### config.mk
export PLATFORM = sky130hd
export DESIGN_NAME = fprs_rebuild
export DESIGN_NICKNAME = d
export VERILOG_FILES = /design/src/hw/rtl/fprs_pkg.sv /design/src/hw/rtl/fprs_rebuild.sv
export SDC_FILE = /design/constraint.sdc
export NUM_CORES = 2
export LEC_CHECK = 0
export BUFFER_PORTS_ARGS = -buffer_cell sky130_fd_sc_hd__buf_2
export CAP_MARGIN = 40
export CORE_MARGIN = 2
export CORE_UTILIZATION = 40
export CTS_CLUSTER_SIZE = 20
export DETAILED_ROUTE_END_ITERATION = 10
export PLACE_DENSITY_LB_ADDON = 0.15
export SLEW_MARGIN = 40
export SYNTH_ARGS = -nofsm -noshare
export SYNTH_HDL_FRONTEND = slang
export SYNTH_SLANG_ARGS = --single-unit
### constraint.sdc
create_clock -name clock -period 8.05 [get_ports clock]
set_clock_uncertainty 0.2 [all_clocks]
set_input_delay 0 -clock clock [delete_from_list [all_inputs] [get_ports clock]]
set_output_delay 0 -clock clock [all_outputs]
set_load 0.05 [all_outputs]
### src/hw/rtl/fprs_pkg.sv
package fprs_pkg;

   localparam int AlphaBitsDef = 32;
   localparam int MaxRangesDef = 3;
   localparam int RangeCnt     = 3;
   localparam int RateW        = 32;
   // upper slice of the alpha word, enough for the widest alpha
   localparam int AlphaHiW     = 9;

   localparam logic [2:0] CSR_NUM_RANGES  = 3'd0;
   localparam logic [2:0] CSR_RANGE0_LOW  = 3'd1;
   localparam logic [2:0] CSR_RANGE0_HIGH = 3'd2;
   localparam logic [2:0] CSR_RANGE1_LOW  = 3'd3;
   localparam logic [2:0] CSR_RANGE1_HIGH = 3'd4;
   localparam logic [2:0] CSR_RANGE2_LOW  = 3'd5;
   localparam logic [2:0] CSR_RANGE2_HIGH = 3'd6;

   typedef struct packed {
      logic        bad_parent;
      logic [31:0] rounded_rate;
      logic        range_found;
      logic [1:0]  range_index;
      logic [31:0] achieved_rate;
      logic [32:0] alpha_frac;
      logic [31:0] int_mult;
   } rsp_type;

endpackage

### src/hw/rtl/fprs_rebuild.sv
module fprs_rebuild import fprs_pkg::*; #(
   parameter int ALPHA_BITS = AlphaBitsDef
) (
   input  logic                       clock,
   input  logic                       reset,
   input  logic                       en,
   input  logic                       valid_i,
   input  logic                       bad_i,
   input  logic [31:0]                p_i,
   input  logic [31:0]                rem_i,
   input  logic [32+ALPHA_BITS-1:0]   q_i,
   output logic                       valid_o,
   output logic                       bad_o,
   output logic [31:0]                int_o,
   output logic [32:0]                alpha_o,
   output logic [31:0]                rate_o
);
   localparam int AW = ALPHA_BITS + 1;

   logic [3:0]    valid_ff;
   logic [3:0]    bad_ff;
   // ceiling stage
   logic [31:0]   int_c_ff, p_c_ff;
   logic [AW-1:0] alpha_c_ff, alpha_c_in;
   // multiply stage
   logic [31:0]   int_m_ff;
   logic [63:0]   alpha64, a_m_ff;
   logic [63:0]   pl_ff, pl_in, plo_ff, plo_in;
   logic [AlphaHiW+31:0] phi_ff, phi_in;
   // partial product sum
   logic [31:0]   int_s_ff;
   logic [63:0]   a_s_ff, pl_s_ff;
   logic [72:0]   full_ff, full_in;
   // final add
   logic [31:0]   int_r_ff, rate_ff, rate_in;
   logic [63:0]   a_r_ff;
   logic [32:0]   sum;

   assign alpha_c_in = {1'b0, q_i[ALPHA_BITS-1:0]} + AW'(rem_i != 32'd0);
   assign alpha64    = 64'(alpha_c_ff);
   assign pl_in      = p_c_ff * int_c_ff;
   assign plo_in     = p_c_ff * alpha64[31:0];
   assign phi_in     = p_c_ff * alpha64[32+AlphaHiW-1:32];
   assign full_in    = 73'(plo_ff) + (73'(phi_ff) << 32);
   assign sum        = 33'(pl_s_ff[31:0]) + 33'(full_ff >> ALPHA_BITS);
   assign rate_in    = sum[32] ? '1 : sum[31:0];

   always_ff @(posedge clock) begin
      if (reset) begin
         valid_ff <= '0;
      end else if (en) begin
         valid_ff <= {valid_ff[2:0], valid_i};
      end
      if (en) begin
         bad_ff     <= {bad_ff[2:0], bad_i};
         int_c_ff   <= q_i[32+ALPHA_BITS-1:ALPHA_BITS];
         p_c_ff     <= p_i;
         alpha_c_ff <= alpha_c_in;
         int_m_ff   <= int_c_ff;
         a_m_ff     <= alpha64;
         pl_ff      <= pl_in;
         plo_ff     <= plo_in;
         phi_ff     <= phi_in;
         int_s_ff   <= int_m_ff;
         a_s_ff     <= a_m_ff;
         pl_s_ff    <= pl_ff;
         full_ff    <= full_in;
         int_r_ff   <= int_s_ff;
         a_r_ff     <= a_s_ff;
         rate_ff    <= rate_in;
      end
   end

   assign valid_o = valid_ff[3];
   assign bad_o   = bad_ff[3];
   assign int_o   = int_r_ff;
   assign alpha_o = 33'(a_r_ff);
   assign rate_o  = rate_ff;
endmodule

==> reports/qor.yml <==
worst_ep_required_time_ns: 8.32
fillers: 15800
fmax_mhz: 128
synth.area.top_cells: "fa_1 (39%), edfxtp_1 (22%), ha_1 (8.4%)"
clock-root-buffer: "clkbuf_16"
drv_cap: 0
synth_top_area_cell: "fa_1"
num_rows: 149
worstPathArrival_ns: 8.06
slew_violations: 0
setup_viol: 0
fp.coreArea_um2: 165000
die_h_um: 412
most-common-layout-cells: "inv_1 (1408), fa_1 (1302), nand2_1 (913)"
rrSetupSlack_ns: 0.26
dr.pass1.iters: 5
grt_setup_unrepaired: "false"
cpMaxStageDelayCell: "fa_1"
crit_top_cell: "fa_1"
syn_nets: 8336
insertion_delay_ns: 0.74
status: "complete, no violations"
synth_top_area_frac: 0.392
hold_violations: 0
ctsLongestPathBuffers: 3
critPathLaunchType: "flop"
clkSlewWorstSetupHoldPaths_ns: 0.07
finalCritPeriodShare: 0.968
grt_first_pass_wirelength_um: 302000
remaining_drc_errors: 0
fin_hold_ws_ns: 0.0886
worst-setup-path-type: "flop to flop"
start_util: 0.403
postSynthCellCount: 6449
fin_setup_tns_ns: 0
area_delta_synth_final_pct: 16.2
synth_edf_count: 489
nets: 8884
gp_congestion: 0.872
wirelength_um: 193000
yosys_warnings: 0
io_pins: 232
io_buffers: 231
ys_seq_area_frac: 0.222
ys_seq_elements: 493
postSynthAreaPerCell_um2: 10.3
antenna_found_initial: 12
cts_made_buffers: 60
grt_max_degree: 134
dp_hpwl_um: 153000
crit_fanout: 11
multi_input_area_um2: 45500
cts_sinks: 493
drive_above_1_share: 0.106
fin_crit_ns: 7.79
dieWidth_um: 412
wl_per_cell_um: 20.9
netlist_area_um2: 66600
cts_tree: "built"
routed_via_density: 4.94
layout_commonest_cell: "inv_1"
ys_async_sr_fraction: 0
r2r_cells: 28
cp-startpoint: "alpha_c_ff[6]"
vias: 45600
regArea_um2: 14800
min_path_type: "input pin to flop"
reg2reg_from: "alpha_c_ff[6]"
grt-ovfl-total: 0
grt_pass1_vias: 49900
ant_nets: 0
grt_usage: 0.235
r2r_end: "plo_ff[61]"
cp-endpoint: "plo_ff[61]"
max_stage_delay_ns: 0.53
synth_cell_types: 68
drtIter0Drc: 2790
worstSetupEndpointType: "flop"
htreeDepth: 2
slew_headroom: 0.444
dominantRegCellSynth: "edfxtp_1"
dieArea_um2: 170000
worstMarginPinSlew_ns: 0.831
## state kept, by name, summed over array words and instances, names as in the netlist, 33 cells and up
name and count:
a_s_ff 33, a_r_ff 33, full_ff 33, alpha_c_ff 33, a_m_ff 33
## metrics by stage
stage	area, um^2	utilization	cells	setup slack [ns]
finish	77400	0.468	9242	0.261
floorplan	66600	-	6449	0.520
global placement	72500	0.439	8879	0.0233
global route	77400	0.468	9238	0.00511
CTS	76900	0.466	9219	0.121
detailed placement	72500	0.439	8880	-0.0292
## cells by family after synthesis
kind of cell | count (synthesis) | synth area share
AO/OA/AOI/OAI | 340 | 0.0337
XOR/XNOR | 201 | 0.0266
adder cells (fa/ha/maj) | 1754 | 0.477
buffers and inverters | 1733 | 0.0979
flip-flops | 493 | 0.222
multiplexers | 4 | 0.000601
AND/OR/NAND/NOR | 1924 | 0.143
## synthesized netlist by cell type, drive strengths merged, types with 4 or more instances
cell type	instances
nand2	913
a2111oi	5
edfxtp	489
o211ai	6
xnor2	147
a31oi	9
nand2b	14
nand4	16
o21ai	76
a21o	40
o2111ai	4
or2	5
nand3	43
a21oi	116
and2	771
a21boi	4
o21a	16
fa	1305
buf	10
and3	20
ha	449
or3	10
mux2i	4
nor3	21
inv	1408
o21bai	9
a211oi	18
xor2	54
nor2b	18
nor2	73
o31ai	7
clkbuf	315
nor4	14
dfxtp	4
## critical path, delay by kind of cell (launching register included)
kind | cells | cell delay, ns
AO/OA/AOI/OAI | 7 | 1.18
adder cells (fa/ha/maj) | 9 | 4.17
flip-flops | 1 | 0.43
XOR/XNOR | 1 | 0.15
AND/OR/NAND/NOR | 3 | 0.47
buffers and inverters | 8 | 0.91
## per-layer routing
metal | vias to the layer above | global-route usage | routed length, um
li1 | 20400 | - | -
met1 | 23700 | 0.333 | 86800
met2 | 1247 | 0.367 | 87400
met3 | 238 | 0.0407 | 12300
met4 | 8 | 0.0721 | 6340
met5 | - | 0 | 48
## layout make-up
cell class                      count  share of cell area
Timing Repair Buffer              811              0.0900
Sequential cell                   493               0.191
Clock inverter                     51             0.00805
Inverter                         1408              0.0683
Antenna cell                        4            0.000129
Multi-Input combinational cell   4223               0.588
Clock buffer                       63              0.0196
Tap cell                         2189              0.0354
## worst min-delay path by stage
stage | depth (start not counted) | slack [ns] | end | start
3_5_place_dp | 1 | -0.02 | p_c_ff[2] | p_i[2]
6_report | 6 | 0.09 | alpha_c_ff[0] | rem_i[14]
5_1_grt | 3 | 0.06 | alpha_c_ff[14] | q_i[14]
3_3_place_gp | 1 | -0.02 | bad_ff[0] | bad_i
2_1_floorplan | 1 | -0.13 | valid_ff[0] | reset
4_1_cts | 4 | 0.01 | alpha_c_ff[32] | q_i[29]
## repair_timing
item	CTS	global route
pin swaps	0	17
gates resized for setup	0	36
setup buffers	5	14
endpoints found under the hold margin	381	0
hold buffers	220	0
cloned	0	3
endpoints found under the setup margin	3	23
Power is not shown: default switching activity piles up to over one toggle a cycle in this logic, so the estimate is an artifact.
