File: src/hw/rtl/fprs_pkg.sv
package fprs_pkg;

   localparam int AlphaBitsDef = 32;
   localparam int MaxRangesDef = 3;
   localparam int RangeCnt     = 3;
   localparam int RateW        = 32;
   // upper slice of the alpha word, enough for the widest alpha
   localparam int AlphaHiW     = 9;

   localparam logic [2:0] CSR_NUM_RANGES  = 3'd0;
   localparam logic [2:0] CSR_RANGE0_LOW  = 3'd1;
   localparam logic [2:0] CSR_RANGE0_HIGH = 3'd2;
   localparam logic [2:0] CSR_RANGE1_LOW  = 3'd3;
   localparam logic [2:0] CSR_RANGE1_HIGH = 3'd4;
   localparam logic [2:0] CSR_RANGE2_LOW  = 3'd5;
   localparam logic [2:0] CSR_RANGE2_HIGH = 3'd6;

   typedef struct packed {
      logic        bad_parent;
      logic [31:0] rounded_rate;
      logic        range_found;
      logic [1:0]  range_index;
      logic [31:0] achieved_rate;
      logic [32:0] alpha_frac;
      logic [31:0] int_mult;
   } rsp_type;

endpackage

File: src/hw/rtl/fprs_div_cell.sv
module fprs_div_cell import fprs_pkg::*; #(
   parameter int QW = 64
) (
   input  logic             clock,
   input  logic             reset,
   input  logic             en,
   input  logic             valid_i,
   input  logic             bad_i,
   input  logic [31:0]      t_i,
   input  logic [31:0]      p_i,
   input  logic [31:0]      rem_i,
   input  logic [QW-1:0]    q_i,
   output logic             valid_o,
   output logic             bad_o,
   output logic [31:0]      t_o,
   output logic [31:0]      p_o,
   output logic [31:0]      rem_o,
   output logic [QW-1:0]    q_o
);
   logic          valid_ff, bad_ff;
   logic [31:0]   t_ff, p_ff, rem_ff, rem_in;
   logic [QW-1:0] q_ff;
   logic [32:0]   rem2, diff;
   logic          ge;

   // one restoring step: bring down the next dividend bit
   assign rem2   = {rem_i, t_i[31]};
   assign diff   = rem2 - {1'b0, p_i};
   assign ge     = rem2 >= {1'b0, p_i};
   assign rem_in = ge ? diff[31:0] : rem2[31:0];

   always_ff @(posedge clock) begin
      if (reset) begin
         valid_ff <= 1'b0;
      end else if (en) begin
         valid_ff <= valid_i;
      end
      if (en) begin
         bad_ff <= bad_i;
         t_ff   <= {t_i[30:0], 1'b0};
         p_ff   <= p_i;
         rem_ff <= rem_in;
         q_ff   <= {q_i[QW-2:0], ge};
      end
   end

   assign valid_o = valid_ff;
   assign bad_o   = bad_ff;
   assign t_o     = t_ff;
   assign p_o     = p_ff;
   assign rem_o   = rem_ff;
   assign q_o     = q_ff;
endmodule

File: config.mk
export PLATFORM = sky130hd
export DESIGN_NAME = fprs_div_cell
export DESIGN_NICKNAME = d
export VERILOG_FILES = /design/src/hw/rtl/fprs_pkg.sv /design/src/hw/rtl/fprs_div_cell.sv
export SDC_FILE = /design/constraint.sdc
export NUM_CORES = 1
export LEC_CHECK = 0
export BUFFER_PORTS_ARGS = -buffer_cell sky130_fd_sc_hd__buf_2
export CELL_PAD_IN_SITES_DETAIL_PLACEMENT = 1
export CELL_PAD_IN_SITES_GLOBAL_PLACEMENT = 1
export CORE_ASPECT_RATIO = 0.8
export CORE_MARGIN = 2
export CORE_UTILIZATION = 36
export CTS_CLUSTER_DIAMETER = 120
export DETAILED_ROUTE_END_ITERATION = 8
export GPL_ROUTABILITY_DRIVEN = 0
export PLACE_DENSITY_LB_ADDON = 0.1
export SLEW_MARGIN = 40
export SYNTH_ARGS = -nofsm -noshare
export SYNTH_HDL_FRONTEND = slang
export SYNTH_SLANG_ARGS = --single-unit
File: constraint.sdc
create_clock -name clock -period 3.6 [get_ports clock]
set_input_delay 0.36 -clock clock [delete_from_list [all_inputs] [get_ports clock]]
set_output_delay 0.36 -clock clock [all_outputs]
set_load 0.05 [all_outputs]
==> summary.md <==
| Metric | Value |
|---|---|
| Avg Cell Area, Syn | `between 10 and 15 um^2` |
| TritonCTS Buffers | `17` |
| Via/cell ratio | `4.837` |
| Most frequent CP cell | `a21oi_1` |
| Worst Tran Pin Value | `0.5552 ns` |
| Pin count of the biggest net entering global routing | `64` |
| Setup bufs post-CTS | `0` |
| Critical path peak fanout | `3` |
| Nets | `1,051` |
| Data arrival, critical path | `~3.3 ns` |
| Antenna violations before repair | `3` |
| Vias in the first global route | `5,658` |
| Hold_ws | `just under 0.09 ns` |
| Post-synth cell types | `49` |
| VDD IR max | `0.2504 mV` |
| Synth Cell Area | `0.007057 mm^2` |
| Clk sinks | `161` |
| RSZ-0062 raised after global routing | `false` |
| CP delay by family, top | `compound AO/OA/AOI/OAI gates` |
| DIE HEIGHT | `129.2 um` |
| Critical path, cell by cell | `buf_2 > inv_1 > ha_1 > fa_1 > nand2b_1 > a21oi_1 > o21ai_0 > o311a_1 > a31oi_1 > a21oi_1 > o41ai_1 > xor2_1 > mux2_1` |
| Leading cell type in the layout, fill and taps excluded | `buf_2` |
| Pleak | `4.305 nW` |
| WL/cell | `18.96 um` |
| Crit path capture type | `flip-flop` |
| Final setup fails | `0` |
| Layout Cells excl Fill | `1,126` |
| Total global routing overflow | `0` |
| Core box area | `0.01909 mm^2` |
| Buf/Inv on CP | `2` |
| PostCTS Resize Cnt | `0` |
| Worst skew pair latency | `0.43 ns` |
| Synth Register Bits | `161` |
| Top cells by area, synth | `edfxtp_1, ha_1, a21oi_1, inv_1, xnor2_1` |
| Setup CP Type | `input pin to flip-flop` |
| Asr flop ratio synth | `0%` |
| R2R Setup Slk | `3.01 ns` |
| Drt drc | `0` |
| Total iterations of the first detailed-routing run | `4` |
| Port Buffers | `324` |
| Post-synth top area share | `68.09%` |
| Initial Util | `36.97%` |
| Placed Instances | `around 1,100` |
| CP max stage delay | `0.41 ns` |
| Max-cap viol count | `0` |
| P&R area growth vs syn | `37.22%` |
| FF-to-FF Start | `valid_o` |
| CP max stage cell | `fa_1` |
| Most frequent cells in the layout | `buf_2, edfxtp_1, a21oi_1` |
| Iter 0 DRT Violations | `272` |
| Min cycle time layout | `slightly above 3 ns` |
| Main synth FF type | `edfxtp_1` |
| # IOs | `327` |
| RR Endpoint | `valid_o` |
| TritonCTS clock tree | `built` |
| Slew Limit Fails | `0` |
| Die area | `0.02075 mm^2` |
| Final hold vios | `0` |
| Max Clk Rate | `324.7 MHz` |
| H-tree levels | `4` |
| Post-Syn Nets | `706` |
| Dpl hpwl | `around 17,000 um` |
| Post-CTS Hold Buffers | `0` |
| Finished Core Util | `50.73%` |
| Tot Pwr | `5.571 mW` |
| Clock transition at the registers of the reported paths | `approximately 0.08 ns` |
| Max clock buf depth | `2` |
| Max_slew headroom | `62.99%` |
| Fin Clk Skew | `0 ns` |
| Synthesized instance count | `508` |
| First-pass GRT wire length | `about 33,000 um` |
| Cells on worst reg2reg path | `2` |
| Crit path from | `t_i[31]` |
| WP depth | `13` |
| EDFF count, synth | `160` |
| Std-Cell Rows | `45` |
| Min-delay worst type | `input pin to flip-flop` |
| Die width | `160.5 um` |
| Sequential share of the synthesized area | `68.37%` |
| Crit path to | `rem_o[30]` |
| Status | `finished clean` |
| Crit share post-route | `85.54%` |
| Pwr Density | `575.3 mW/mm^2` |
| Total track usage | `between 20 and 25%` |
| Worst setup SP type | `input pin` |
| Final WL | `21,350 um` |
| Final ANT Viol Nets | `0` |
| Via count | `5,447` |
| WP data required | `3.79 ns` |
| Yosys top cell by area | `edfxtp_1` |
| Synth warn | `0` |
| Layout cell share with drive strength beyond 1 | `44.57%` |
| Setup TNS | `0 ns` |
| Clk root buf | `clkbuf_16` |
## area by class of cell
class	count	area [um^2]
diodes	2	5.005
multi-input cells	291	1996
inverters	38	142.6
flip-flops and latches	161	4825
fillers	2068	9404
well taps	258	322.8
clock buffers	18	429.2
repair buffers	344	1803
clock inverters	14	160.2
## per-stage QoR
step,setup slack [ns],instance area (um^2)
4_1_cts,0.5376,9678
6_report,0.5206,9683
3_5_place_dp,0.09785,9089
5_1_grt,0.3357,9678
3_3_place_gp,0.1139,9089
2_1_floorplan,0.4646,7057
## state kept, by name, indices dropped and copies added (netlist names)
register and flops:
valid_o 1, bad_o 1, q_o 64, p_o 32, t_o 31, rem_o 32
## worst register-to-register path, delay by kind of cell (launching register included)
kind          cells  cell delay, ns
flops             1            0.32
mux               1            0.12
simple gates      1            0.05
## power breakdown
part	switching [mW]	total (mW)	internal, mW
clock	0.837	1.83	0.995
combinational	1.04	1.42	0.383
sequential	0.0450	2.32	2.27
total	1.92	5.57	3.65
## layer usage
layer  track usage [%]  wire [um]  share of wire (%)  up-vias
met5                 0         18              0.084        -
met1             25.84       9148                 43     2644
met4             6.306        346                1.6        2
li1                  -          -                  -     2581
met3             5.698       1422                6.7       26
met2             34.20      10410                 49      194
## cells in the mapped netlist (2+ instances only)
| master | count |
|---|---|
| o21bai_1 | 3 |
| a21o_1 | 12 |
| o41ai_1 | 2 |
| nor2_1 | 37 |
| mux2_1 | 4 |
| edfxtp_1 | 160 |
| buf_2 | 8 |
| a211oi_1 | 3 |
| a21oi_1 | 54 |
| mux2_2 | 6 |
| nor3_1 | 2 |
| xor2_1 | 11 |
| o211ai_1 | 4 |
| nand3_1 | 8 |
| o22ai_1 | 2 |
| xnor2_1 | 16 |
| nand4_1 | 7 |
| nor2b_1 | 2 |
| mux2i_1 | 3 |
| nand2b_1 | 4 |
| ha_1 | 32 |
| buf_4 | 4 |
| o21ai_0 | 16 |
| clkbuf_1 | 5 |
| a2bb2oi_1 | 2 |
| and4_1 | 2 |
| nand2_1 | 27 |
| a211o_1 | 2 |
| a31oi_1 | 5 |
| inv_1 | 38 |
| o21a_1 | 6 |
| nor4_1 | 4 |
## worst min-delay path by stage
stage / from / end / slack (ns) / cells after the start
2_1_floorplan: reset / valid_o / 0.43 / 1
3_3_place_gp: valid_o / valid_o / 0.48 / 2
3_5_place_dp: valid_o / valid_o / 0.51 / 2
4_1_cts: t_i[25] / t_o[26] / 0.08 / 1
5_1_grt: t_i[10] / t_o[11] / 0.08 / 1
6_report: t_i[12] / t_o[13] / 0.09 / 1
## cells by family (layout without fill, tap and decap cells)
logic type / after synthesis / count (layout) / share of synthesized area, %
flip-flops: 161 / 161 / 68.37
multiplexers: 13 / 13 / 2.021
AND/OR/NAND/NOR: 99 / 99 / 6.472
buffers and inverters: 56 / 414 / 3.351
AO/OA/AOI/OAI: 118 / 118 / 10.43
adder cells (fa/ha/maj): 33 / 33 / 5.957
other: 1 / 3 / 0.05314
XOR/XNOR: 27 / 27 / 3.351
Note: power is estimated with default switching activity, not from simulation.
