$ cat src/hw/rtl/fprs_pkg.sv
package fprs_pkg;

   localparam int AlphaBitsDef = 32;
   localparam int MaxRangesDef = 3;
   localparam int RangeCnt     = 3;
   localparam int RateW        = 32;
   // upper slice of the alpha word, enough for the widest alpha
   localparam int AlphaHiW     = 9;

   localparam logic [2:0] CSR_NUM_RANGES  = 3'd0;
   localparam logic [2:0] CSR_RANGE0_LOW  = 3'd1;
   localparam logic [2:0] CSR_RANGE0_HIGH = 3'd2;
   localparam logic [2:0] CSR_RANGE1_LOW  = 3'd3;
   localparam logic [2:0] CSR_RANGE1_HIGH = 3'd4;
   localparam logic [2:0] CSR_RANGE2_LOW  = 3'd5;
   localparam logic [2:0] CSR_RANGE2_HIGH = 3'd6;

   typedef struct packed {
      logic        bad_parent;
      logic [31:0] rounded_rate;
      logic        range_found;
      logic [1:0]  range_index;
      logic [31:0] achieved_rate;
      logic [32:0] alpha_frac;
      logic [31:0] int_mult;
   } rsp_type;

endpackage

$ cat src/hw/rtl/fprs_range.sv
module fprs_range import fprs_pkg::*; #(
   parameter int MAX_RANGES = MaxRangesDef
) (
   input  logic        clock,
   input  logic        reset,
   input  logic        en,
   input  logic        valid_i,
   input  logic        bad_i,
   input  logic [31:0] int_i,
   input  logic [32:0] alpha_i,
   input  logic [31:0] rate_i,
   input  logic [1:0]  num_ranges_i,
   input  logic [31:0] range_lo_i [RangeCnt],
   input  logic [31:0] range_hi_i [RangeCnt],
   output logic        valid_o,
   output rsp_type     rsp_o
);
   logic          valid_ff;
   rsp_type       rsp_ff, rsp_in;
   logic [1:0]    n_eff, idx;
   logic [RangeCnt-1:0] hit;
   logic [31:0]   hi_b, raised, rounded;

   always_comb begin
      if (num_ranges_i == 2'd0) begin
         n_eff = 2'd1;
      end else if (32'(num_ranges_i) > 32'(MAX_RANGES)) begin
         n_eff = 2'(MAX_RANGES);
      end else begin
         n_eff = num_ranges_i;
      end
      for (int i = 0; i < RangeCnt; i++) begin
         hit[i] = (2'(i) < n_eff) && (rate_i >= range_lo_i[i]) && (rate_i <= range_hi_i[i]);
      end
      idx = 2'd0;
      for (int i = RangeCnt - 1; i >= 0; i--) begin
         if (hit[i]) begin
            idx = 2'(i);
         end
      end
      hi_b    = range_hi_i[n_eff - 2'd1];
      raised  = (rate_i < range_lo_i[0]) ? range_lo_i[0] : rate_i;
      rounded = (raised > hi_b) ? hi_b : raised;

      rsp_in = '0;
      rsp_in.bad_parent = bad_i;
      if (!bad_i) begin
         rsp_in.int_mult      = int_i;
         rsp_in.alpha_frac    = alpha_i;
         rsp_in.achieved_rate = rate_i;
         rsp_in.range_found   = |hit;
         rsp_in.range_index   = idx;
         rsp_in.rounded_rate  = (|hit) ? rate_i : rounded;
      end
   end

   always_ff @(posedge clock) begin
      if (reset) begin
         valid_ff <= 1'b0;
      end else if (en) begin
         valid_ff <= valid_i;
      end
      if (en) begin
         rsp_ff <= rsp_in;
      end
   end

   assign valid_o = valid_ff;
   assign rsp_o   = rsp_ff;
endmodule

$ cat config.mk
export PLATFORM = sky130hd
export DESIGN_NAME = fprs_range
export DESIGN_NICKNAME = d
export VERILOG_FILES = /design/src/hw/rtl/fprs_pkg.sv /design/src/hw/rtl/fprs_range.sv
export SDC_FILE = /design/constraint.sdc
export NUM_CORES = 1
export LEC_CHECK = 0
export ABC_AREA = 1
export BUFFER_PORTS_ARGS = -buffer_cell sky130_fd_sc_hd__buf_2
export CORE_ASPECT_RATIO = 0.5
export CORE_MARGIN = 3
export CORE_UTILIZATION = 47
export DETAILED_ROUTE_END_ITERATION = 6
export PLACE_DENSITY = 0.81
export SETUP_SLACK_MARGIN = 0.02
export SYNTH_ARGS = -nofsm -noshare
export SYNTH_HDL_FRONTEND = slang
export SYNTH_SLANG_ARGS = --single-unit
$ cat constraint.sdc
create_clock -name clock -period 3.58 [get_ports clock]
set_input_delay 0.716 -clock clock [delete_from_list [all_inputs] [get_ports clock]]
set_output_delay 0.716 -clock clock [all_outputs]
set_load 0.05 [all_outputs]
==> results of run 1 <==
==> routing by layer <==
metal  vias up  track usage  share of wire
met3       182      0.09183           0.13
met2       972       0.5412           0.43
met4         2       0.1278          0.040
met1      6644       0.4696           0.40
li1       6782            -              -
met5         -            0        0.00024
==> layout make-up <==
| class | count | area (µm²) |
|---|---|---|
| clock inverters | 15 | 155.1 |
| repair inverters | 3 | 52.55 |
| multi-input cells | 1192 | 8059 |
| clock buffers | 17 | 425.4 |
| well taps | 344 | 430.4 |
| inverters | 364 | 1395 |
| repair buffers | 623 | 3925 |
| fillers | 1996 | 7430 |
| diodes | 8 | 20.02 |
| flip-flops and latches | 134 | 4014 |
==> power groups by stage <==
stage	clock, mW	combinational, mW	sequential (mW)
CTS	1.71	2.92	1.95
floorplan	0	1.12	2.50
detailed placement	0	2.58	1.98
finish	1.71	3.19	1.95
global placement	0	2.54	1.97
global route	1.78	3.40	1.96
==> flip-flops by register name, summed over array words and instances, names as in the netlist <==
register,flops
valid_o,1
rsp_o,133
==> stage by stage <==
step / TNS, ns / utilization / instances / cell area (µm²)
after floorplan: -0.8129 / - / 1734 / 12950
after global placement: -24.46 / 0.6401 / 2633 / 16580
after detailed placement: -25.26 / 0.6401 / 2633 / 16580
after CTS: -0.5485 / 0.7008 / 2689 / 18150
after global routing: -15.61 / 0.7132 / 2700 / 18480
final: -11.39 / 0.7132 / 2700 / 18480
==> cell families (layout without fill, tap and decap cells) <==
group,count (synthesis),in the layout,synth area share
other,0,8,0
adders and majority gates,224,224,0.2202
buffers and inverters,408,1022,0.1264
and+or+nand+nor,782,782,0.2536
DFF,134,134,0.3153
muxes,1,1,0.0007864
AOI/OAI and AO/OA,185,185,0.08365
==> what timing repair did <==
item	4_1_cts	5_1_grt
gates cloned	6	1
hold endpoints to repair	0	0
resized for setup	160	65
setup endpoints to repair	32	32
setup buffers	18	3
pin swaps	59	31
hold buffers	0	0
==> synth_stat cells (all sizes together) (7+ instances only) <==
master	number	area, µm²
and2	31	193.9
nand4	17	106.4
o21ai	21	105.1
o21a	11	82.58
nor2	252	955.9
clkbuf	17	63.81
a21oi	111	555.5
a221oi	18	157.7
o22ai	13	81.33
buf	27	178.9
inv	358	1344
nand2	388	1456
a21o	7	52.55
edfxtp	133	3994
nand3	80	405.4
ha	224	2803
==> worst register-to-register path: stages (launching register included) <==
cell,delay [ns]
dfxtp_1,0.30
mux2i_1,0.12
nor2_1,0.05
==> worst paths after layout <==
path / cells after the start / start / slack (ns) / to
max: 24 / range_lo_i[79] / -0.48 / rsp_o[113]$_SDFFCE_PP0P_
min: 2 / reset / 0.45 / valid_o$_SDFFE_PP0P_
max reg2reg: 2 / valid_o$_SDFFE_PP0P_ / 3.00 / valid_o$_SDFFE_PP0P_
min reg2reg: 2 / valid_o$_SDFFE_PP0P_ / 0.49 / valid_o$_SDFFE_PP0P_
==> out/summary.txt, run 1 <==
Period minus WS final -> 4.060 ns
Mapped Nets -> 2,254
failing checks -> setup timing
Flop pwr share -> 0.284
Yosys cell types -> 31
CP Data Required Time -> 3.75 ns
via count -> 14,582
DR vias/cell -> 5.401
clk buf depth -> 2
Worst VDD drop -> 0.4232 mV
core area -> 25,910 µm²
Clock transition at path regs -> 0.06 ns
Max Cap Violations -> 0
clock root buffer -> clkbuf_16
period utilisation layout -> 1.134
commonest non-fill, non-tap cell in the layout -> buf_2
I/O Pins -> 430
hold_ws -> 0.4532 ns
GRT overflow -> 0
Tot Pwr -> 6.850 mW
CTS tree -> built
row cnt -> 41
Sw Ratio -> 0.4036
crit-path max FO -> 10
Final Wtd Congestion -> 1.040
final hold vios -> 0
height of the chip -> 122.4 µm
GRT Util Overall -> 0.3482
Combinational Power Share -> 0.466
Starting DRT DRC Count -> 1,877
post-synthesis register bit count -> 134
Clock Skew -> 0 ns
cell area after synthesis -> 12,730 µm²
Critical Path AT -> 4.23 ns
Synth async-reset ratio -> 0
Final Max Tran Viols -> 0
initial antenna violation count -> 9
CP bufs+invs -> 7
wirelength, routed -> 53.81 mm
Critical Path End Type -> register
TritonCTS buffer count -> 17
HPWL after detailed placement -> 41.05 mm
Power Dens Cells -> 370.8 nW/µm²
DRT antenna net count -> 0
Pint -> 4.086 mW
most frequent cells in the layout -> buf_2 (408), nand2_1 (339), inv_1 (336)
HP Class -> input port to register
CP Class -> input port to register
family with the most delay on the worst path -> simple AND/OR/NAND/NOR gates
DRT Pass-1 Iters -> 6
slowest CP cell -> ha_4
fin nets -> 2,855
Synth Flop Type -> edfxtp_1
vias in the first global route -> 13,570
worst setup margin -> -0.4800 ns
DR DRC count -> 0
largest net degree at the start of global routing -> 99
relative slew slack -> 0.3385
clock sinks -> 134
Crit path top cell by count -> nor2_1
worst-path cell chain -> buf_2, inv_1, ha_4, a21oi_1, o21ai_0, nor2_1, nand2_2, nand2_4, buf_4, buf_8, nand3_1, and2_4, ha_4, nand4_1, nor2_4, buf_6, nand4_1, nand2_4, buf_12, clkinv_16, nand2_1, nand2_1, nor2_1, nor2_1
Slew @ Worst Pin -> 0.9923 ns
layout cell share with drive strength beyond 1 -> 0.3518
dpl ws -> -0.8116 ns
P_sw -> 2.765 mW
number of flops mapped to enable cells by yosys -> 133
DIE AREA -> 29,210 µm²
RSZ-0062 raised after global routing -> yes
H-tree depth -> 4
Synth Instances -> 1,734
Lkg Pwr -> 10.21 nW
Critical Path Source Type -> input port
Final setup viols -> 32
drt wl/cell -> 19.93 µm
post-synthesis sequential area ratio -> 0.3153
area delta synth->final -> 45.16%
global-route wire length before repair -> 76.92 mm
Fmax -> 246.3 MHz
Max stage delay on crit path -> 0.28 ns
Syn Area/Cell -> 7.341 µm²
status -> finished, violations left
synth warn -> 0
Die Wd -> 238.7 µm
Initial Utilization -> 0.4913
Clk pwr share -> 0.249
Worst-Skew Late Latency -> 0.41 ns
IO Port Bufs -> 429
Note: power is estimated with default switching activity, not from simulation.
==> run 2, diff against run 1 <==
--- a/config.mk
+++ b/config.mk
@@ -5,13 +5,13 @@
 export SDC_FILE = /design/constraint.sdc
 export NUM_CORES = 1
 export LEC_CHECK = 0
-export ABC_AREA = 1
+export ABC_AREA = 0
 export BUFFER_PORTS_ARGS = -buffer_cell sky130_fd_sc_hd__buf_2
 export CORE_ASPECT_RATIO = 0.5
 export CORE_MARGIN = 3
 export CORE_UTILIZATION = 47
 export DETAILED_ROUTE_END_ITERATION = 6
-export PLACE_DENSITY = 0.81
+export PLACE_DENSITY = 0.82
 export SETUP_SLACK_MARGIN = 0.02
 export SYNTH_ARGS = -nofsm -noshare
 export SYNTH_HDL_FRONTEND = slang
==> out/summary.txt, run 2 <==
initial antenna violation count -> 15
core area -> 25,440 µm²
CP Data Required Time -> 3.71 ns
Initial Utilization -> 0.4829
Slew @ Worst Pin -> 1.031 ns
Setup TNS Final -> -31.55 ns
area delta synth->final -> 40.58%
Final Wtd Congestion -> 1.004
Flop pwr share -> 0.306
largest net degree at the start of global routing -> 68
Pint -> 4.116 mW
failing checks -> setup timing
post-route design area -> 17,270 µm²
post-synthesis register bit count -> 134
busiest layer in global routing -> met2
cell area after synthesis -> 12,290 µm²
clk buf depth -> 2
P_sw -> 2.232 mW
DR vias/cell -> 5.575
Critical Path End Type -> register
row cnt -> 41
Worst-Skew Late Latency -> 0.39 ns
post-synthesis sequential area ratio -> 0.3267
Final setup viols -> 32
Post-Synth Simple-Gate Area -> 0.1246
RSZ-0062 raised after global routing -> yes
I/O Pins -> 430
Combinational Power Share -> 0.405
Critical Path AT -> 4.80 ns
Starting DRT DRC Count -> 1,285
layout cell share with drive strength beyond 1 -> 0.3837
area leader, netlist -> edfxtp_1
global-route wire length before repair -> 64.32 mm
Yosys cell types -> 61
number of flops mapped to enable cells by yosys -> 133
final hold vios -> 0
fin nets -> 2,367
family with the most delay on the worst path -> compound AO/OA/AOI/OAI gates
height of the chip -> 120.3 µm
CTS tree -> built
count leader, synth -> inv_1
wirelength, routed -> 45.33 mm
R2R Path Start -> valid_o$_SDFFE_PP0P_
Synth Flop Type -> edfxtp_1
Synth Instances -> 1,291
vias in the first global route -> 11,744
Period minus WS final -> 4.664 ns
mux share of post-synthesis cell area -> 0.06578
met1 GRT Util -> 0.3880
HP Class -> input port to register
hold_ws -> 0.4844 ns
cell count of the worst reg-to-reg path -> 2
Clock transition at path regs -> 0.06 ns
max reg flops -> 133
Clock Skew -> 0 ns
commonest non-fill, non-tap cell in the layout -> buf_2
Setup crit end -> rsp_o[127]$_SDFFCE_PP0P_
met2 Usage GRT -> 0.4688
Sw Ratio -> 0.3516
Fmax -> 214.4 MHz
crit-path max FO -> 31
Syn Area/Cell -> 9.517 µm²
Power Dens Cells -> 367.5 nW/µm²
worst setup margin -> -1.084 ns
IO Port Bufs -> 429
CP bufs+invs -> 7
Post-Synth Adder-Cell Area -> 0.2281
HPWL after detailed placement -> 35.65 mm
CTS Hold Bufs -> 0
critical path depth -> 21
period utilisation layout -> 1.303
Clk pwr share -> 0.288
CP Launch Point -> range_lo_i[94]
Lkg Pwr -> 8.846 nW
status -> finished, violations left
drt wl/cell -> 20.43 µm
top post-synthesis cells by area -> edfxtp_1 (33%), ha_1 (23%), inv_1 (6.9%), nor2b_1 (3.8%), mux2_4 (3.5%)
Placed Area -> 15,940 µm²
Tot Pwr -> 6.349 mW
slowest CP cell -> nor4_2
DR DRC count -> 0
main combinational cell family by area after synthesis -> adder cells
Mapped Nets -> 1,811
commonest cells in the netlist -> inv_1 (226), ha_1 (224), edfxtp_1 (133), nand2_1 (95), o21ai_0 (82)
Worst VDD drop -> 0.3179 mV
Final Max Tran Viols -> 0
via count -> 12,371
clock sinks -> 134
Die Wd -> 234.7 µm
Max Cap Violations -> 0
GRT overflow -> 0
CP Class -> input port to register
Max stage delay on crit path -> 0.36 ns
fill cell count -> 1,981
clock root buffer -> clkbuf_16
GRT Util Overall -> 0.2911
TritonCTS buffer count -> 17
compound-gate portion of the synthesized area -> 0.1674
flop-to-flop setup slack -> 2.97 ns
Core Util, Final -> 0.6788
DRT antenna net count -> 0
worst-path cell chain -> buf_6, inv_4, ha_4, buf_6, a21oi_2, nand2_1, a21o_1, a211oi_2, a21boi_4, buf_6, buf_12, mux2_4, ha_4, nand4_1, nor4_2, buf_4, nand3_2, o211a_4, buf_12, o311ai_1, mux2i_1
DRT Pass-1 Iters -> 6
Synth top area share -> 0.3251
Worst R2R End -> valid_o$_SDFFE_PP0P_
relative slew slack -> 0.3055
Crit path top cell by count -> buf_6
Synth async-reset ratio -> 0
DIE AREA -> 28,240 µm²
xor and xnor area share after synthesis -> 0
Critical Path Source Type -> input port
most frequent cells in the layout -> buf_2 (419), inv_1 (218), ha_1 (195)
grt met3 use -> 0.06153
H-tree depth -> 4
synth warn -> 0
[run 2: changes by cell type after synthesis, moves of 27 or more]
cell / previous run / this run
nand3_1: 79 / 16
mux2_4: 0 / 29
and2_1: 31 / 4
mux2i_1: 1 / 35
inv_1: 358 / 226
a21oi_1: 111 / 69
nand2_1: 388 / 95
o311ai_1: 0 / 27
nor2_1: 250 / 19
o211ai_1: 0 / 38
nor2b_1: 0 / 74
o21ai_0: 20 / 82
a21o_1: 7 / 45
[run 2: worst min path at each step]
stage,slack [ns],end,start,depth (start not counted)
2_1_floorplan,0.73,valid_o$_SDFFE_PP0P_,valid_o$_SDFFE_PP0P_,2
3_3_place_gp,0.47,valid_o$_SDFFE_PP0P_,valid_o$_SDFFE_PP0P_,2
3_5_place_dp,0.54,valid_o$_SDFFE_PP0P_,valid_o$_SDFFE_PP0P_,2
4_1_cts,0.46,valid_o$_SDFFE_PP0P_,reset,2
5_1_grt,0.47,valid_o$_SDFFE_PP0P_,reset,2
6_report,0.48,valid_o$_SDFFE_PP0P_,reset,2
[run 2: cell families (layout without fill, tap and decap cells)]
logic type,after synthesis,in the layout
adders and majority gates,224,224
muxes,66,66
other,0,17
and+or+nand+nor,284,284
DFF,134,134
AOI/OAI and AO/OA,311,311
buffers and inverters,272,839
[run 2: cell type report]
cell class,instances,area (µm²),area share
multi-input combinational,885,7731,0.4476
sequential,134,4014,0.2324
timing repair buffer,583,3568,0.2066
inverter,226,870.8,0.05042
clock buffer,19,432.9,0.02506
tap,344,430.4,0.02492
clock inverter,11,182.7,0.01058
antenna,17,42.54,0.002463
[run 2: metal layers]
layer,routed length (µm),vias to the layer above,part of all wire
met5,7,-,0.00015
met4,1685,2,0.037
met3,3977,129,0.088
met2,20690,637,0.46
met1,18970,5807,0.42
li1,-,5796,-
[run 2: timing repair]
item | in CTS | in global routing
gates cloned | 1 | 3
gates resized for setup | 43 | 41
endpoints found under the setup margin | 32 | 32
pin swaps | 7 | 9
setup buffers | 6 | 5
[run 2: worst register-to-register path, cell delays in order (launching register included)]
cell	delay [ns]
dfxtp_1	0.32
mux2i_1	0.12
nor2_1	0.06
[run 2: per-stage QoR]
step	instances	setup slack [ns]
CTS	2194	-0.9035
global route	2216	-1.154
floorplan	1291	-0.9265
global placement	2157	-1.416
finish	2219	-1.084
detailed placement	2157	-1.511
[run 2: power groups by stage]
stage          registers [mW]  logic (mW)  clock network [mW]
2_1_floorplan            2.51       0.958                   0
3_3_place_gp             1.97        2.29                   0
5_1_grt                  1.96        2.74                1.92
6_report                 1.95        2.57                1.83
4_1_cts                  1.95        2.41                1.85
3_5_place_dp             1.98        2.33                   0
==> run 3, diff against run 2 <==
--- a/config.mk
+++ b/config.mk
@@ -9,9 +9,9 @@
 export BUFFER_PORTS_ARGS = -buffer_cell sky130_fd_sc_hd__buf_2
 export CORE_ASPECT_RATIO = 0.5
 export CORE_MARGIN = 3
-export CORE_UTILIZATION = 47
+export CORE_UTILIZATION = 43
 export DETAILED_ROUTE_END_ITERATION = 6
-export PLACE_DENSITY = 0.82
+export PLACE_DENSITY = 0.76
 export SETUP_SLACK_MARGIN = 0.02
 export SYNTH_ARGS = -nofsm -noshare
 export SYNTH_HDL_FRONTEND = slang
==> out/summary.txt, run 3 (same netlist as run 2, synthesis figures left out) <==
Worst R2R End -> valid_o$_SDFFE_PP0P_
Final setup viols -> 32
RSZ-0062 raised after global routing -> yes
Period minus WS final -> 4.648 ns
row cnt -> 43
IO Port Bufs -> 429
HP Class -> input port to register
multi-input logic area -> 7941 µm²
height of the chip -> 125.5 µm
Max Cap Violations -> 0
DP Cell Count -> 2,207
DR vias/cell -> 5.433
commonest non-fill, non-tap cell in the layout -> buf_2
Final Wtd Congestion -> 0.9746
hold_ws -> 0.4501 ns
Worst VDD drop -> 0.3272 mV
Power Dens Cells -> 370.0 nW/µm²
Final Max Tran Viols -> 0
worst setup margin -> -1.068 ns
CP Data Required Time -> 3.73 ns
fill cell count -> 2,251
Placed Area -> 16,070 µm²
Core Util, Final -> 0.6336
Lkg Pwr -> 8.978 nW
status -> finished, violations left
cell count of the worst reg-to-reg path -> 2
Critical Path Source Type -> input port
HPWL after detailed placement -> 36.57 mm
Critical Path End Type -> register
Final Non-Filler Cells -> 2,258
post-route design area -> 17,690 µm²
fin nets -> 2,375
largest net degree at the start of global routing -> 82
register area -> 4014 µm²
GRT overflow -> 0
vias in the first global route -> 11,480
Die Wd -> 245.1 µm
via count -> 12,267
Fmax -> 215.2 MHz
max reg flops -> 133
CTS tree -> built
H-tree depth -> 4
Worst-Skew Late Latency -> 0.41 ns
Starting DRT DRC Count -> 1,001
wirelength, routed -> 44.91 mm
CTS Hold Bufs -> 0
period utilisation layout -> 1.298
drt wl/cell -> 19.89 µm
clk buf depth -> 2
I/O Pins -> 430
R2R Path Start -> valid_o$_SDFFE_PP0P_
Setup TNS Final -> -30.14 ns
DRT Pass-1 Iters -> 5
DR DRC count -> 0
Tot Pwr -> 6.546 mW
clock sinks -> 134
Slew @ Worst Pin -> 0.9339 ns
TritonCTS buffer count -> 17
layout cell share with drive strength beyond 1 -> 0.4010
crit-path max FO -> 24
area delta synth->final -> 43.99%
CP Class -> input port to register
initial antenna violation count -> 9
GRT Util Overall -> 0.2733
Critical Path AT -> 4.80 ns
Clock Skew -> 0 ns
relative slew slack -> 0.3708
Setup crit end -> rsp_o[125]$_SDFFCE_PP0P_
global-route wire length before repair -> 64.89 mm
most frequent cells in the layout -> buf_2 (415), inv_1 (214), ha_1 (195)
flop-to-flop setup slack -> 2.97 ns
failing checks -> setup timing
Initial Utilization -> 0.4400
CP Launch Point -> range_lo_i[69]
DRT antenna net count -> 0
DIE AREA -> 30,760 µm²
Clock transition at path regs -> 0.06 ns
clock root buffer -> clkbuf_16
dpl ws -> -1.481 ns
final hold vios -> 0
core area -> 27,920 µm²
[run 3: changes by cell type in the layout (fill, tap and decap cells not counted), sizes merged]
| cell | change |
|---|---|
| buf | +8 |
| clkbuf | +2 |
| clkinv | -2 |
| clkinvlp | +1 |
| diode | -9 |
| inv | +1 |
[run 3: critical path, stage by stage]
cell and delay (ns):
buf_12 0.11, inv_12 0.04, ha_4 0.18, a21o_1 0.18
a221o_1 0.28, and3_1 0.17, nand4b_4 0.20, a21boi_4 0.21
buf_6 0.14, buf_16 0.14, mux2_4 0.32, ha_1 0.28
nand4_1 0.23, buf_4 0.23, a21oi_1 0.16, a211oi_1 0.09
buf_4 0.16, o22ai_4 0.20, buf_12 0.17, buf_12 0.17
o21ai_1 0.10, o311ai_2 0.15, mux2i_1 0.14
[run 3: what timing repair did]
item                       CTS  global route
gates resized for setup     37           111
setup buffers                3             4
setup endpoints to repair   32            32
gates cloned                 1             3
pin swaps                   10            20
[run 3: worst min-delay path by stage]
stage,startpoint,to,slack (ns),cells past startpoint
finish,reset,valid_o$_SDFFE_PP0P_,0.45,2
global route,reset,valid_o$_SDFFE_PP0P_,0.44,2
CTS,reset,valid_o$_SDFFE_PP0P_,0.43,2
detailed placement,valid_o$_SDFFE_PP0P_,valid_o$_SDFFE_PP0P_,0.52,2
global placement,valid_o$_SDFFE_PP0P_,valid_o$_SDFFE_PP0P_,0.52,2
floorplan,valid_o$_SDFFE_PP0P_,valid_o$_SDFFE_PP0P_,0.73,2
[run 3: cell type report]
| type | count | area share |
|---|---|---|
| clock inverter | 11 | 0.01110 |
| clock buffer | 21 | 0.02659 |
| inverter | 226 | 0.04922 |
| timing repair buffer | 591 | 0.2092 |
| antenna | 8 | 0.001132 |
| multi-input combinational | 885 | 0.4489 |
| tap | 382 | 0.02702 |
| sequential | 134 | 0.2269 |
[run 3: layer usage]
metal | global-route usage | vias up | part of all wire
met5 | 0 | - | 0.00016
met1 | 0.3855 | 5850 | 0.45
met2 | 0.4284 | 516 | 0.46
li1 | - | 5817 | -
met3 | 0.04029 | 82 | 0.065
met4 | 0.09636 | 2 | 0.028
[run 3: report_power, final]
part | leakage, nW | internal (mW) | total, mW | switching (mW)
Combinational | 7.37 | 1.05 | 2.67 | 1.62
Clock | 0.320 | 1.29 | 1.93 | 0.636
Sequential | 1.29 | 1.91 | 1.94 | 0.0380
